## config.mk

```make
export PLATFORM = sky130hd
export DESIGN_NAME = ingress_slot_ring_manager_core_flat
export DESIGN_NICKNAME = d
export VERILOG_FILES = /design/src/isrm_pkg.sv /design/src/isrm_if.sv /design/src/ingress_slot_ring_manager_core.sv /design/src/isrm_ram.sv /design/src/isrm_ctrl.sv /design/src/flat_wrapper.sv
export SDC_FILE = /design/constraint.sdc
export NUM_CORES = 2
export LEC_CHECK = 0
export BUFFER_PORTS_ARGS = -buffer_cell sky130_fd_sc_hd__buf_4
export CORE_UTILIZATION = 45
export DETAILED_ROUTE_END_ITERATION = 12
export MAX_ROUTING_LAYER = met4
export PLACE_DENSITY = 0.74
export SYNTH_ARGS = -nofsm -noshare
export SYNTH_HDL_FRONTEND = slang
export SYNTH_SLANG_ARGS = --single-unit
```

## constraint.sdc

```tcl
create_clock -name clk_i -period 8.4 [get_ports clk_i]
set_input_delay 1.68 -clock clk_i [delete_from_list [all_inputs] [get_ports clk_i]]
set_output_delay 1.68 -clock clk_i [all_outputs]
set_load 0.1 [all_outputs]
```

## src/isrm_pkg.sv

```systemverilog
// Shared constants, codes and types for the ingress slot ring manager.
`default_nettype none
package isrm_pkg;

  localparam int SLOTS   = 16;
  localparam int SLOT_W  = 4;
  localparam int CNT_W   = 5;
  localparam int FUNC_W  = 3;
  localparam int STAT_W  = 4;
  localparam int BYTES_W = 32;
  localparam int TIME_W  = 64;
  localparam int TOT_W   = 64;
  localparam int CFG_IDX_W  = 2;
  localparam int CFG_DATA_W = 32;

  typedef enum logic [FUNC_W-1:0] {
    F_ACQUIRE = 3'd0,
    F_COMMIT  = 3'd1,
    F_ABANDON = 3'd2,
    F_EXT     = 3'd3,
    F_POP     = 3'd4,
    F_RELEASE = 3'd5,
    F_POLL    = 3'd6,
    F_STOP    = 3'd7
  } func_e;

  typedef enum logic [STAT_W-1:0] {
    ST_OK        = 4'd0,
    ST_MODE      = 4'd1,
    ST_BADSLOT   = 4'd2,
    ST_LARGE     = 4'd3,
    ST_NOTLATEST = 4'd4,
    ST_INFLIGHT  = 4'd5,
    ST_FULL      = 4'd6,
    ST_EMPTY     = 4'd7,
    ST_STOPPED   = 4'd8,
    ST_NOTDONE   = 4'd9
  } status_e;

  typedef enum logic [1:0] {
    PH_IDLE      = 2'd0,
    PH_COMMITTED = 2'd1,
    PH_RELEASING = 2'd2
  } phase_e;

  typedef enum logic [CFG_IDX_W-1:0] {
    CFG_FILL_MODE  = 2'd0,
    CFG_RING_SLOTS = 2'd1,
    CFG_BYTE_LIMIT = 2'd2
  } cfg_idx_e;

  typedef struct packed {
    logic               fill_mode;
    logic [CNT_W-1:0]   ring_slots;
    logic [BYTES_W-1:0] byte_limit;
  } cfg_t;

endpackage
`default_nettype wire

```

## src/isrm_if.sv

```systemverilog
// Request and response channel interfaces of the slot ring manager.
`default_nettype none
interface isrm_req_if;
  logic                          valid;
  logic                          ready;
  logic [isrm_pkg::FUNC_W-1:0]   func;
  logic [isrm_pkg::SLOT_W-1:0]   slot_index;
  logic [isrm_pkg::TIME_W-1:0]   frame_time;
  logic [isrm_pkg::BYTES_W-1:0]  frame_bytes;
  logic                          upload_done;

  modport source (output valid, func, slot_index, frame_time, frame_bytes, upload_done,
                  input ready);
  modport sink   (input valid, func, slot_index, frame_time, frame_bytes, upload_done,
                  output ready);
endinterface

interface isrm_rsp_if;
  logic                          valid;
  logic                          ready;
  logic [isrm_pkg::STAT_W-1:0]   status;
  logic [isrm_pkg::SLOT_W-1:0]   slot_out;
  logic [isrm_pkg::BYTES_W-1:0]  out_bytes;
  logic [isrm_pkg::TIME_W-1:0]   out_time;
  logic [isrm_pkg::TOT_W-1:0]    committed_total;
  logic [isrm_pkg::TOT_W-1:0]    released_total;

  modport source (output valid, status, slot_out, out_bytes, out_time, committed_total,
                  released_total, input ready);
  modport sink   (input valid, status, slot_out, out_bytes, out_time, committed_total,
                  released_total, output ready);
endinterface
`default_nettype wire

```

## src/ingress_slot_ring_manager_core.sv

```systemverilog
// Top level: configuration registers and the slot ring sequencer.
// Sequence: an accepted transaction is registered, then S_EXEC loads its result once the
// result register is free; a pop goes on to S_POP (ready-queue read, then slot metadata
// read from the second memory). One at a time: a new one is taken only in S_IDLE.
// Reset: asynchronous active low; counters cleared, run flag set, all slots idle,
// ready queue empty; configuration back to staged mode, 16 slots, 65536-byte limit.
`default_nettype none
module ingress_slot_ring_manager_core (
  input  wire logic                               clk_i,
  input  wire logic                               rst_ni,
  input  wire logic                               cfg_we_i,
  input  wire logic [isrm_pkg::CFG_IDX_W-1:0]     cfg_idx_i,
  input  wire logic [isrm_pkg::CFG_DATA_W-1:0]    cfg_wdata_i,
  isrm_req_if.sink                                req_if,
  isrm_rsp_if.source                              rsp_if
);
  import isrm_pkg::*;

  cfg_t cfg_q;

  always_ff @(posedge clk_i or negedge rst_ni) begin
    if (!rst_ni) begin
      cfg_q.fill_mode  <= 1'b0;
      cfg_q.ring_slots <= CNT_W'(SLOTS);
      cfg_q.byte_limit <= BYTES_W'(65536);
    end else if (cfg_we_i) begin
      case (cfg_idx_e'(cfg_idx_i))
        CFG_FILL_MODE:  cfg_q.fill_mode  <= cfg_wdata_i[0];
        CFG_RING_SLOTS: cfg_q.ring_slots <= cfg_wdata_i[CNT_W-1:0];
        CFG_BYTE_LIMIT: cfg_q.byte_limit <= cfg_wdata_i[BYTES_W-1:0];
        default: ;
      endcase
    end
  end

  isrm_ctrl u_ctrl (
    .clk_i  (clk_i),
    .rst_ni (rst_ni),
    .cfg_i  (cfg_q),
    .req    (req_if),
    .rsp    (rsp_if)
  );

endmodule
`default_nettype wire

```

## src/isrm_ram.sv

```systemverilog
// Generic single-write, single-read synchronous RAM with registered read data.
`default_nettype none
module isrm_ram #(
  parameter int WIDTH = 8,
  parameter int DEPTH = 16,
  parameter int AW    = $clog2(DEPTH)
) (
  input  wire logic             clk_i,
  input  wire logic             we_i,
  input  wire logic [AW-1:0]    waddr_i,
  input  wire logic [WIDTH-1:0] wdata_i,
  input  wire logic             re_i,
  input  wire logic [AW-1:0]    raddr_i,
  output logic      [WIDTH-1:0] rdata_o
);

  logic [WIDTH-1:0] mem [DEPTH];

  always_ff @(posedge clk_i) begin
    if (we_i) begin
      mem[waddr_i] <= wdata_i;
    end
    if (re_i) begin
      rdata_o <= mem[raddr_i];
    end
  end

endmodule
`default_nettype wire

```

## src/isrm_ctrl.sv

```systemverilog
// Operation sequencer: counters, slot phases, ready queue control and result register.
`default_nettype none
module isrm_ctrl (
  input  wire logic         clk_i,
  input  wire logic         rst_ni,
  input  wire isrm_pkg::cfg_t cfg_i,
  isrm_req_if.sink          req,
  isrm_rsp_if.source        rsp
);
  import isrm_pkg::*;

  typedef enum logic [1:0] {
    S_IDLE,
    S_EXEC,
    S_POP
  } state_e;

  localparam int META_W = TIME_W + BYTES_W;

  state_e state_q;

  logic [FUNC_W-1:0]  func_q;
  logic [SLOT_W-1:0]  slot_q;
  logic [TIME_W-1:0]  time_q;
  logic [BYTES_W-1:0] bytes_q;
  logic               done_q;

  logic [TOT_W-1:0]  acq_q, rel_q, cmt_q;
  logic [TOT_W-1:0]  acq_d, rel_d, cmt_d;
  logic              run_q;
  phase_e            phase_q [SLOTS];
  logic [SLOT_W-1:0] head_q;
  logic [CNT_W-1:0]  fill_q;

  // acquire_count modulo k for every ring size k
  logic [SLOT_W-1:0] res_q  [1:SLOTS];
  logic [SLOT_W-1:0] res_d  [1:SLOTS];
  logic [SLOT_W-1:0] maxres [1:SLOTS];

  logic               out_valid_q;
  logic [STAT_W-1:0]  status_q;
  logic [SLOT_W-1:0]  slot_out_q;
  logic [BYTES_W-1:0] out_bytes_q;
  logic [TIME_W-1:0]  out_time_q;
  logic [TOT_W-1:0]   cmt_out_q, rel_out_q;

  logic [SLOT_W-1:0]  q_rdata;
  logic [META_W-1:0]  meta_rdata;

  logic [CNT_W-1:0]  n;
  logic [SLOT_W-1:0] res_cur, latest;
  logic              slot_bad, too_large, not_latest, q_full, ring_full;
  logic              out_free, upd, out_load;
  status_e           status_d;
  logic [SLOT_W-1:0] slot_d;
  logic              acq_inc, acq_dec, push, pop_ok, rel_inc, poll_ok, stop;

  always_comb begin
    if (cfg_i.ring_slots == '0) begin
      n = CNT_W'(1);
    end else if (cfg_i.ring_slots > CNT_W'(SLOTS)) begin
      n = CNT_W'(SLOTS);
    end else begin
      n = cfg_i.ring_slots;
    end
  end

  assign res_cur = res_q[n];

  always_comb begin
    if (acq_q == '0) begin
      latest = maxres[n];
    end else if (res_cur == '0) begin
      latest = SLOT_W'(n - CNT_W'(1));
    end else begin
      latest = res_cur - SLOT_W'(1);
    end
  end

  assign slot_bad   = {1'b0, slot_q} >= n;
  assign too_large  = bytes_q > cfg_i.byte_limit;
  assign not_latest = (acq_q == cmt_q) || (slot_q != latest);
  assign q_full     = fill_q >= CNT_W'(SLOTS);
  assign ring_full  = (acq_q - rel_q) >= {{(TOT_W-CNT_W){1'b0}}, n};
  assign out_free   = !out_valid_q || rsp.ready;

  always_comb begin
    status_d = ST_OK;
    slot_d   = '0;
    acq_inc  = 1'b0;
    acq_dec  = 1'b0;
    push     = 1'b0;
    pop_ok   = 1'b0;
    rel_inc  = 1'b0;
    poll_ok  = 1'b0;
    stop     = 1'b0;
    case (func_e'(func_q))
      F_ACQUIRE: begin
        if (cfg_i.fill_mode) status_d = ST_MODE;
        else if (!run_q) status_d = ST_STOPPED;
        else if (ring_full) status_d = ST_FULL;
        else begin
          slot_d  = res_cur;
          acq_inc = 1'b1;
        end
      end
      F_COMMIT: begin
        if (cfg_i.fill_mode) status_d = ST_MODE;
        else if (slot_bad) status_d = ST_BADSLOT;
        else if (too_large) status_d = ST_LARGE;
        else if (not_latest) status_d = ST_NOTLATEST;
        else if (q_full) status_d = ST_FULL;
        else push = 1'b1;
      end
      F_ABANDON: begin
        if (cfg_i.fill_mode) status_d = ST_MODE;
        else if (not_latest) status_d = ST_NOTLATEST;
        else acq_dec = 1'b1;
      end
      F_EXT: begin
        if (!cfg_i.fill_mode) status_d = ST_MODE;
        else if (slot_bad) status_d = ST_BADSLOT;
        else if (too_large) status_d = ST_LARGE;
        else if (phase_q[slot_q] != PH_IDLE) status_d = ST_INFLIGHT;
        else if (q_full) status_d = ST_FULL;
        else push = 1'b1;
      end
      F_POP: begin
        if (!run_q) status_d = ST_STOPPED;
        else if (fill_q == '0) status_d = ST_EMPTY;
        else pop_ok = 1'b1;
      end
      F_RELEASE: begin
        if (slot_bad) status_d = ST_BADSLOT;
        else rel_inc = 1'b1;
      end
      F_POLL: begin
        if (slot_bad) status_d = ST_BADSLOT;
        else if (phase_q[slot_q] != PH_RELEASING || !done_q) status_d = ST_NOTDONE;
        else poll_ok = 1'b1;
      end
      F_STOP: stop = 1'b1;
      default: stop = 1'b1;
    endcase
  end

  // non-pop state commits when the result register can take this transaction
  assign upd = (state_q == S_EXEC) && !pop_ok && out_free;
  assign out_load = upd || ((state_q == S_POP) && out_free);

  assign acq_d = (upd && acq_inc) ? acq_q + TOT_W'(1) :
                 (upd && acq_dec) ? acq_q - TOT_W'(1) : acq_q;
  assign cmt_d = (upd && push) ? cmt_q + TOT_W'(1) : cmt_q;
  assign rel_d = (upd && rel_inc) ? rel_q + TOT_W'(1) : rel_q;

  for (genvar k = 1; k <= SLOTS; k++) begin : g_res
    localparam logic [TOT_W-1:0]  MAXR = {TOT_W{1'b1}} % k;
    localparam logic [SLOT_W-1:0] KM1  = SLOT_W'(k - 1);
    logic [SLOT_W-1:0] inc_v, dec_v;
    assign maxres[k] = SLOT_W'(MAXR);
    assign inc_v = (acq_q == {TOT_W{1'b1}} || res_q[k] == KM1) ? '0 : res_q[k] + SLOT_W'(1);
    assign dec_v = (acq_q == '0) ? maxres[k] :
                   (res_q[k] == '0) ? KM1 : res_q[k] - SLOT_W'(1);
    assign res_d[k] = (upd && acq_inc) ? inc_v :
                      (upd && acq_dec) ? dec_v : res_q[k];
  end

  isrm_ram #(.WIDTH(SLOT_W), .DEPTH(SLOTS)) u_queue (
    .clk_i   (clk_i),
    .we_i    (upd && push),
    .waddr_i (head_q + fill_q[SLOT_W-1:0]),
    .wdata_i (slot_q),
    .re_i    (req.valid && state_q == S_IDLE),
    .raddr_i (head_q),
    .rdata_o (q_rdata)
  );

  isrm_ram #(.WIDTH(META_W), .DEPTH(SLOTS)) u_meta (
    .clk_i   (clk_i),
    .we_i    (upd && push),
    .waddr_i (slot_q),
    .wdata_i ({time_q, bytes_q}),
    .re_i    (state_q == S_EXEC && pop_ok),
    .raddr_i (q_rdata),
    .rdata_o (meta_rdata)
  );

  assign req.ready           = (state_q == S_IDLE);
  assign rsp.valid           = out_valid_q;
  assign rsp.status          = status_q;
  assign rsp.slot_out        = slot_out_q;
  assign rsp.out_bytes       = out_bytes_q;
  assign rsp.out_time        = out_time_q;
  assign rsp.committed_total = cmt_out_q;
  assign rsp.released_total  = rel_out_q;

  always_ff @(posedge clk_i or negedge rst_ni) begin
    if (!rst_ni) begin
      state_q     <= S_IDLE;
      func_q      <= '0;
      slot_q      <= '0;
      time_q      <= '0;
      bytes_q     <= '0;
      done_q      <= 1'b0;
      acq_q       <= '0;
      rel_q       <= '0;
      cmt_q       <= '0;
      run_q       <= 1'b1;
      head_q      <= '0;
      fill_q      <= '0;
      for (int i = 0; i < SLOTS; i++) phase_q[i] <= PH_IDLE;
      for (int k = 1; k <= SLOTS; k++) res_q[k] <= '0;
      out_valid_q <= 1'b0;
      status_q    <= '0;
      slot_out_q  <= '0;
      out_bytes_q <= '0;
      out_time_q  <= '0;
      cmt_out_q   <= '0;
      rel_out_q   <= '0;
    end else begin
      if (out_load) out_valid_q <= 1'b1;
      else if (rsp.ready) out_valid_q <= 1'b0;
      acq_q <= acq_d;
      cmt_q <= cmt_d;
      rel_q <= rel_d;
      for (int k = 1; k <= SLOTS; k++) res_q[k] <= res_d[k];
      case (state_q)
        S_IDLE: begin
          if (req.valid) begin
            func_q  <= req.func;
            slot_q  <= req.slot_index;
            time_q  <= req.frame_time;
            bytes_q <= req.frame_bytes;
            done_q  <= req.upload_done;
            state_q <= S_EXEC;
          end
        end
        S_EXEC: begin
          if (pop_ok) begin
            head_q  <= head_q + SLOT_W'(1);
            fill_q  <= fill_q - CNT_W'(1);
            state_q <= S_POP;
          end else if (out_free) begin
            if (push) begin
              phase_q[slot_q] <= PH_COMMITTED;
              fill_q          <= fill_q + CNT_W'(1);
            end
            if (rel_inc) phase_q[slot_q] <= PH_RELEASING;
            if (poll_ok) phase_q[slot_q] <= PH_IDLE;
            if (stop) run_q <= 1'b0;
            status_q    <= status_d;
            slot_out_q  <= slot_d;
            out_bytes_q <= '0;
            out_time_q  <= '0;
            cmt_out_q   <= cmt_d;
            rel_out_q   <= rel_d;
            state_q     <= S_IDLE;
          end
        end
        S_POP: begin
          if (out_free) begin
            status_q    <= ST_OK;
            slot_out_q  <= q_rdata;
            out_bytes_q <= meta_rdata[BYTES_W-1:0];
            out_time_q  <= meta_rdata[META_W-1:BYTES_W];
            cmt_out_q   <= cmt_q;
            rel_out_q   <= rel_q;
            state_q     <= S_IDLE;
          end
        end
        default: state_q <= S_IDLE;
      endcase
    end
  end

endmodule
`default_nettype wire
```

## src/flat_wrapper.sv

```systemverilog
// flat-port wrapper written by rule: the top's interface ports become plain ports
module ingress_slot_ring_manager_core_flat import isrm_pkg::*;
  (clk_i, rst_ni, cfg_we_i, cfg_idx_i, cfg_wdata_i, req_if_valid, req_if_func, req_if_slot_index, req_if_frame_time, req_if_frame_bytes, req_if_upload_done, req_if_ready, rsp_if_valid, rsp_if_status, rsp_if_slot_out, rsp_if_out_bytes, rsp_if_out_time, rsp_if_committed_total, rsp_if_released_total, rsp_if_ready);
  isrm_req_if req_if_i ();
  isrm_rsp_if rsp_if_i ();
  input  wire logic clk_i;
  input  wire logic rst_ni;
  input  wire logic cfg_we_i;
  input  wire logic [isrm_pkg::CFG_IDX_W-1:0] cfg_idx_i;
  input  wire logic [isrm_pkg::CFG_DATA_W-1:0] cfg_wdata_i;
  input wire logic [$bits(req_if_i.valid)-1:0] req_if_valid;
  input wire logic [$bits(req_if_i.func)-1:0] req_if_func;
  input wire logic [$bits(req_if_i.slot_index)-1:0] req_if_slot_index;
  input wire logic [$bits(req_if_i.frame_time)-1:0] req_if_frame_time;
  input wire logic [$bits(req_if_i.frame_bytes)-1:0] req_if_frame_bytes;
  input wire logic [$bits(req_if_i.upload_done)-1:0] req_if_upload_done;
  output wire logic [$bits(req_if_i.ready)-1:0] req_if_ready;
  output wire logic [$bits(rsp_if_i.valid)-1:0] rsp_if_valid;
  output wire logic [$bits(rsp_if_i.status)-1:0] rsp_if_status;
  output wire logic [$bits(rsp_if_i.slot_out)-1:0] rsp_if_slot_out;
  output wire logic [$bits(rsp_if_i.out_bytes)-1:0] rsp_if_out_bytes;
  output wire logic [$bits(rsp_if_i.out_time)-1:0] rsp_if_out_time;
  output wire logic [$bits(rsp_if_i.committed_total)-1:0] rsp_if_committed_total;
  output wire logic [$bits(rsp_if_i.released_total)-1:0] rsp_if_released_total;
  input wire logic [$bits(rsp_if_i.ready)-1:0] rsp_if_ready;
  assign req_if_i.valid = req_if_valid;
  assign req_if_i.func = req_if_func;
  assign req_if_i.slot_index = req_if_slot_index;
  assign req_if_i.frame_time = req_if_frame_time;
  assign req_if_i.frame_bytes = req_if_frame_bytes;
  assign req_if_i.upload_done = req_if_upload_done;
  assign req_if_ready = req_if_i.ready;
  assign rsp_if_valid = rsp_if_i.valid;
  assign rsp_if_status = rsp_if_i.status;
  assign rsp_if_slot_out = rsp_if_i.slot_out;
  assign rsp_if_out_bytes = rsp_if_i.out_bytes;
  assign rsp_if_out_time = rsp_if_i.out_time;
  assign rsp_if_committed_total = rsp_if_i.committed_total;
  assign rsp_if_released_total = rsp_if_i.released_total;
  assign rsp_if_i.ready = rsp_if_ready;
  ingress_slot_ring_manager_core u_core (.clk_i(clk_i), .rst_ni(rst_ni), .cfg_we_i(cfg_we_i), .cfg_idx_i(cfg_idx_i), .cfg_wdata_i(cfg_wdata_i), .req_if(req_if_i), .rsp_if(rsp_if_i));
endmodule
```

== Word level (Yosys, flattened, before mapping) ==
Memories as Yosys holds them, arrays and structs flattened. A register that Yosys moved wholly into a read port is not among the register bits.
Cells that the tools add are included.
Operators by class
  $add $sub $neg: 43
  reductions and logical operators: 71
  bitwise operators: 11
  muxes and demuxes: 192
  equality and inequality tests: 34
  order comparisons: 8
Operator list (count)
  $mux W64: 13
  $mux W4: 101
  $mux W32: 12
  $pmux W64 S2: 3
  $add A64 B1 Y64 const B: 3
  $sub A4 B1 Y4 const B: 18
  $add A4 B1 Y4 const B: 17
  $logic_not A4 Y1: 17
  $eq A64 B64 Y1: 1
  $eq A64 B64 Y1 const B: 1
  $ge A64 B5 Y1: 1
  $logic_not A64 Y1: 1
  $pmux W32 S2: 1
  $sub A64 B1 Y64 const B: 1
  $sub A64 B64 Y64: 1
  $mux W3: 13
  $and A16 B16 Y16: 2
  $and A32 B32 Y32: 1
  $eq A4 B4 Y1 const B: 8
  $gt A32 B32 Y1: 1
  $not A16 Y16: 2
  $not A32 Y32: 1
  $or A16 B16 Y16: 2
  $mux W1: 29
  40 further kinds: 109
Word-level totals
  input port bits: 143
  RAM bits: 1600
  output and inout port bits: 234
  register bits: 675
  word-level logic and storage cells: 416
  memories kept: 3
  ROM bits: 128
Memories
  u_core.u_ctrl.u_meta.mem: words 16, bits a word 96, read ports 1, clocked after Yosys merged registers in 1, write ports 1, RTL line isrm_ram.sv:17  | logic [WIDTH-1:0] mem [DEPTH];
  (no name shown): words 32, bits a word 4, read ports 1, clocked after Yosys merged registers in 0, write ports 0, RTL line isrm_ctrl.sv:72  | latest = maxres[n];
  u_core.u_ctrl.u_queue.mem: words 16, bits a word 4, read ports 1, clocked after Yosys merged registers in 1, write ports 1, RTL line isrm_ram.sv:17

== Logic depth before layout (Yosys ltp) ==
  word-level depth: 28
  gate-level depth with buffers: 33
  depth with buffers taken out: 32

== By module ==
A second synthesis with hierarchy kept.
Second synthesis, totals
  cell total of the unflattened synthesis: 7026
  area total of the unflattened synthesis: 103735.7 sq um
By module, submodules not included
  isrm_ram at u_core.u_ctrl.u_meta: times used 1, area an instance 60316.6 sq um, cells an instance 2460, sequential area each 49007.0 sq um
  isrm_ctrl: times used 1, area an instance 39150.0 sq um, cells an instance 4354, sequential area each 15941.5 sq um
  isrm_ram at u_core.u_ctrl.u_queue: times used 1, area an instance 2706.3 sq um, cells an instance 130, sequential area each 2042.0 sq um
  ingress_slot_ring_manager_core: times used 1, area an instance 1562.7 sq um, cells an instance 82, sequential area each 953.4 sq um

== Least setup slack after synthesis ==
No wires, ideal clock.
  kind: reg2reg
  from: reg u_core.u_ctrl.acq_q[0]
  to: reg u_core.u_ctrl.acq_q[62]
  slack: -945 ps
  cell stages (with the launch flop): 32
  arrival time: 9211 ps
  clock period less this slack: 9345 ps
  buffers on the path: 2
  required time: 8267 ps
  library setup time: 133 ps
  path through: dfrtp_1 -> clkbuf_1 -> inv_1 -> ha_1 -> inv_1 -> fa_1 -> a211oi_1 -> o21ai_0 -> a211oi_1 -> a21oi_1 -> clkbuf_1 -> o211ai_1 -> nand2_1 -> mux2i_1 -> o21ai_0 -> or4b_2 -> nor4_1 -> nand4_1 -> ha_1 -> and2_1 -> a221o_1 -> o21ai_0 -> a311o_1 -> a211o_1 -> nand3_1 -> a31oi_1 -> o2111ai_1 -> a21o_1 -> a221o_1 -> a221oi_1 -> xor2_1 -> o21ai_0
Between the ends
  longest elaborated chain between the ends: 9
  elaborated cells between the ends (all ways): 21
  those cells by class: add/sub (3); order compare (1); eq/ne (2); mux (10); reduce/logical (5)
Ends and longest elaborated chain
  start, declared: RTL line isrm_ctrl.sv:28  | logic [TOT_W-1:0] acq_q, rel_q, cmt_q;
  start signal, assigned: RTL line isrm_ctrl.sv:223  | acq_q <= acq_d;
  parallel branches: the longest is 9 deep, another holds $sub A64 B64 Y64
Parallel ways; which one is timed is not known. The select of a mux whose other input is x is not followed.
A chain may end at the register's enable or synchronous reset.

== Final worst setup path ==
  from: reg u_core.u_ctrl.acq_q[40]
  to: reg u_core.u_ctrl.acq_q[62]
The elaborated chain is that of the path after synthesis.

==> run summary <==
======================================================================================
Run status                                                                   completed
Total DRC errors in the routed layout                                                0
Areal power density over the cells                                         283 mW/mm^2
H-tree depth                                                                         4
Average vias per placed instance                                                  6.16
R2r setup slk                                                                  0.32 ns
Number of gates resized after cts                                                    0
Net count reported at finish                                                      7759
Hold Crit Depth                                                                      2
Final min period                                                               8.08 ns
Max rail drop VDD                                                           0.000241 V
Post-Syn Nets                                                                     7210
Width of the die                                                           483 microns
Flops & latches, synth                                                            2375
Area overhead of the layout relative to synthesis                                15.4%
DR WL met2                                                                      151 mm
Starting Density                                                                 45.2%
Critical-path cell with the highest stage delay                           sky130_fd_sc_hd__dfrtp_1
Reported max-cap violation count                                                     0
FFs w/ async S/R, synth                                                          28.4%
Largest driver fanout on the critical path                                          14
Category of the worst setup path launch point                                flip-flop
Measured slew at the worst slew-check pin                                      1.46 ns
Worst min-delay path class                                                     reg2reg
Footprint of the multi-input gates                                        0.0343 sq mm
Most frequently used flop master after synthesis                          sky130_fd_sc_hd__edfxtp_1
Final worst clock skew                                                        0.140 ns
Reg2Reg Capture Point                                                     u_core.u_ctrl.acq_q[62]
Wire length on met1                                                             127 mm
Global-route wire length before repair                                          458 mm
Final non-filler cell total                                                      10600
Share of layout cells above drive strength 1                                     23.8%
Hold path startpoint                                                      u_core.u_ctrl.u_meta.rdata_o[2]
Clock tree buffer depth                                                              3
Number of global-route vias before repair                                        65600
Final setup vio count                                                                0
Kind of cell with the highest combined delay on the critical path         compound AO/OA/AOI/OAI gates
Number of placement rows                                                           176
Hold Fails Final Rpt                                                                 0
All-layer global routing usage                                                   28.1%
Antenna viol nets, final                                                             0
Routed wire length                                                              317 mm
Delay of the slowest cell on the worst path                                    0.52 ns
Total number of vias                                                             65500
Clock root cell                                                           sky130_fd_sc_hd__clkbuf_16
Clock slew at the register clock pins of the worst setup and hold paths        0.06 ns
Number of enable-type register cells in the synthesized netlist                   1700
Post-CTS Hold Fix Bufs                                                               0
TritonRoute pass-1 iters                                                             6
GRT overflow                                                                         0
Portion of the post-synthesis area used by sequential elements                   65.4%
Clk Latency, worst-skew pair                                                   0.95 ns
Crit. path cell count                                                               28
Die Span Y                                                                 483 microns
Minimum hold slack                                                            0.384 ns
Cells on worst reg2reg path                                                         28
Relative slew margins                                                            2.39%
Uppermost routed layer                                                            met4
Yosys warns                                                                          0
Layout filler cell count                                                         18300
Die area                                                                   0.233 sq mm
Per-instance average area after synthesis                                   15.2 sq um
Cell count after placement                                                       10200
Final Wtd Congestion                                                              1.01
Routed length on met3                                                          25.6 mm
CP Capture Type                                                              flip-flop
Per-cell routed wire length                                               29.8 microns
Worst r2r src                                                             u_core.u_ctrl.acq_q[40]
Pin count of the biggest net entering global routing                               159
Gate count after technology mapping                                               6842
CTS tree                                                                          done
Buffers plus inverters on the worst setup path                                       2
Slew Viols, Final                                                                    0
Sequential standard cell area                                             0.0679 sq mm
End point of the worst hold path                                          u_core.u_ctrl.rsp.out_bytes[2]
Final HPWL DP                                                                   194 mm
Antenna violations before repair                                                    18
Number of CTS-inserted buffers                                                     233
RSZ-0062 raised after global routing                                             false
I/O pins                                                                           377
Data required time of the critical path                                        9.12 ns
Maximum operating frequency                                                    124 MHz
Count of input and output buffers                                                  376
Arrival @ worst endpoint                                                       8.80 ns
Startpoint-to-endpoint class of the critical path                              reg2reg
Number of sinks on the clock net                                                  2375
Post-CTS setup-driven buffer insertion count                                         0
Unique cell type count in the Yosys netlist                                         94
Drt initial violations                                                            7787
Placeable core region                                                      0.230 sq mm
Post-synth design cell area                                                0.104 sq mm
Reported leakage power                                                       0.0442 uW
Part of the cycle the worst path needs                                           96.2%
======================================================================================
==> worst min-delay path, stage by stage, from the launching register on <==
cell and delay, ns:
sky130_fd_sc_hd__edfxtp_1 0.33, sky130_fd_sc_hd__nand2_1 0.05, sky130_fd_sc_hd__nand2_1 0.05
==> cells by family after synthesis <==
family / count (synthesis) / share of synthesized area, %
flops: 2375 / 65.4
simple gates: 1650 / 7.54
compound gates: 993 / 6.18
mux: 762 / 13.6
buf+inv: 533 / 1.96
xor+xnor: 304 / 2.56
fa+ha+maj: 225 / 2.74
==> final cells by class <==
cell class	count	area share (%)
clock buffer	323	5.38
tap	3026	3.16
sequential	2375	56.7
multi-input combinational	3934	28.6
inverter	221	0.698
antenna	15	0.0313
clock inverter	119	1.23
timing repair buffer	626	4.27
==> how the worst max path moves through the flow <==
stage | to | startpoint | slack (ns)
floorplan | u_core.u_ctrl.u_meta.mem[15][0] | u_core.cfg_q[36] | -0.65
global placement | u_core.u_ctrl.acq_q[61] | u_core.u_ctrl.acq_q[9] | 0.40
detailed placement | u_core.u_ctrl.acq_q[61] | u_core.u_ctrl.acq_q[0] | 0.38
CTS | u_core.u_ctrl.acq_q[62] | u_core.u_ctrl.acq_q[23] | 0.35
global route | u_core.u_ctrl.acq_q[62] | u_core.u_ctrl.acq_q[0] | 0.02
finish | u_core.u_ctrl.acq_q[62] | u_core.u_ctrl.acq_q[40] | 0.32
==> metal layers <==
layer	vias to the layer above	GRT usage [%]
met3	649	4.62
met4	0	10.8
met2	3582	43.9
met5	-	-
met1	33700	36.8
li1	27600	-
==> flip-flops by register name, indices dropped and copies added, names as in the netlist, 64 cells and up <==
| name | cells |
|---|---|
| u_core.u_ctrl.acq_q | 64 |
| u_core.u_ctrl.cmt_q | 64 |
| u_core.u_ctrl.rel_q | 64 |
| u_core.u_ctrl.res_q | 64 |
| u_core.u_ctrl.rsp.committed_total | 64 |
| u_core.u_ctrl.rsp.out_time | 64 |
| u_core.u_ctrl.rsp.released_total | 64 |
| u_core.u_ctrl.time_q | 64 |
| u_core.u_ctrl.u_meta.mem | 1536 |
| u_core.u_ctrl.u_meta.rdata_o | 96 |
| u_core.u_ctrl.u_queue.mem | 64 |
==> power by group <==
part / switching [uW] / total, uW / leakage, uW / internal [uW]
clock: 4700 / 10700 / 0.00384 / 6010
sequential: 1040 / 14600 / 0.0238 / 13500
combinational: 5200 / 8700 / 0.0166 / 3500
total: 11000 / 34000 / 0.0442 / 23000
==> stage by stage <==
| stage | power (uW) | setup slack, ns | TNS, ns | instance area, sq um | util, % |
|---|---|---|---|---|---|
| global placement | 23200 | 0.403 | 0 | 112000 | 48.7 |
| finish | 34000 | 0.323 | 0 | 120000 | 52.2 |
| detailed placement | 23300 | 0.382 | 0 | 112000 | 48.7 |
| CTS | 34000 | 0.351 | 0 | 120000 | 52.2 |
| floorplan | 20100 | -0.645 | -808.91 | 104000 | - |
| global route | 35300 | 0.0249 | 0 | 120000 | 52.2 |
==> synthesized netlist by cell type (22+ instances only) <==
cell type                  number  share of area, %
sky130_fd_sc_hd__nand3_1      213               1.0
sky130_fd_sc_hd__a21o_1        74              0.53
sky130_fd_sc_hd__o211ai_1      30              0.22
sky130_fd_sc_hd__nand2b_1      43              0.26
sky130_fd_sc_hd__mux2_2       232               2.5
sky130_fd_sc_hd__nor2b_1       33              0.20
sky130_fd_sc_hd__o21bai_1      28              0.20
sky130_fd_sc_hd__mux2i_1       32              0.31
sky130_fd_sc_hd__ha_1         221               2.7
sky130_fd_sc_hd__a21oi_1      233               1.1
sky130_fd_sc_hd__and3_1        31              0.19
sky130_fd_sc_hd__xnor2_1      212               1.8
sky130_fd_sc_hd__nor2_1       399               1.4
sky130_fd_sc_hd__o21a_1        22              0.16
sky130_fd_sc_hd__dfrtp_1      672                16
sky130_fd_sc_hd__buf_1         48              0.17
sky130_fd_sc_hd__nor4_1        80              0.48
sky130_fd_sc_hd__nand2_1      504               1.8
sky130_fd_sc_hd__a31oi_1       37              0.22
sky130_fd_sc_hd__a211oi_1      38              0.27
sky130_fd_sc_hd__nand4_1      103              0.62
sky130_fd_sc_hd__mux4_2       498                11
sky130_fd_sc_hd__o21ai_0      272               1.3
sky130_fd_sc_hd__edfxtp_1    1700                49
sky130_fd_sc_hd__xor2_1        92              0.78
sky130_fd_sc_hd__clkbuf_1     250              0.90
sky130_fd_sc_hd__nor3_1       106              0.51
sky130_fd_sc_hd__inv_1        221              0.80
sky130_fd_sc_hd__or3_1         38              0.23
==> cell usage in the layout, fill, tap and decap left out, types with 39 or more instances in the layout <==
master                      count
sky130_fd_sc_hd__edfxtp_1    1700
sky130_fd_sc_hd__dfrtp_1      672
sky130_fd_sc_hd__buf_4        592
sky130_fd_sc_hd__nand2_1      502
sky130_fd_sc_hd__mux4_2       498
sky130_fd_sc_hd__nor2_1       380
sky130_fd_sc_hd__o21ai_0      267
sky130_fd_sc_hd__clkbuf_16    235
sky130_fd_sc_hd__mux2_2       232
sky130_fd_sc_hd__a21oi_1      231
sky130_fd_sc_hd__ha_1         220
sky130_fd_sc_hd__inv_1        218
sky130_fd_sc_hd__xnor2_1      212
sky130_fd_sc_hd__nand3_1      212
sky130_fd_sc_hd__nor3_1       105
sky130_fd_sc_hd__nand4_1      103
sky130_fd_sc_hd__xor2_1        92
sky130_fd_sc_hd__a21o_1        74
sky130_fd_sc_hd__nor4_1        74
sky130_fd_sc_hd__clkbuf_1      64
sky130_fd_sc_hd__nand2b_1      43
sky130_fd_sc_hd__clkinv_2      39
Power figures use the tool's default switching activity.
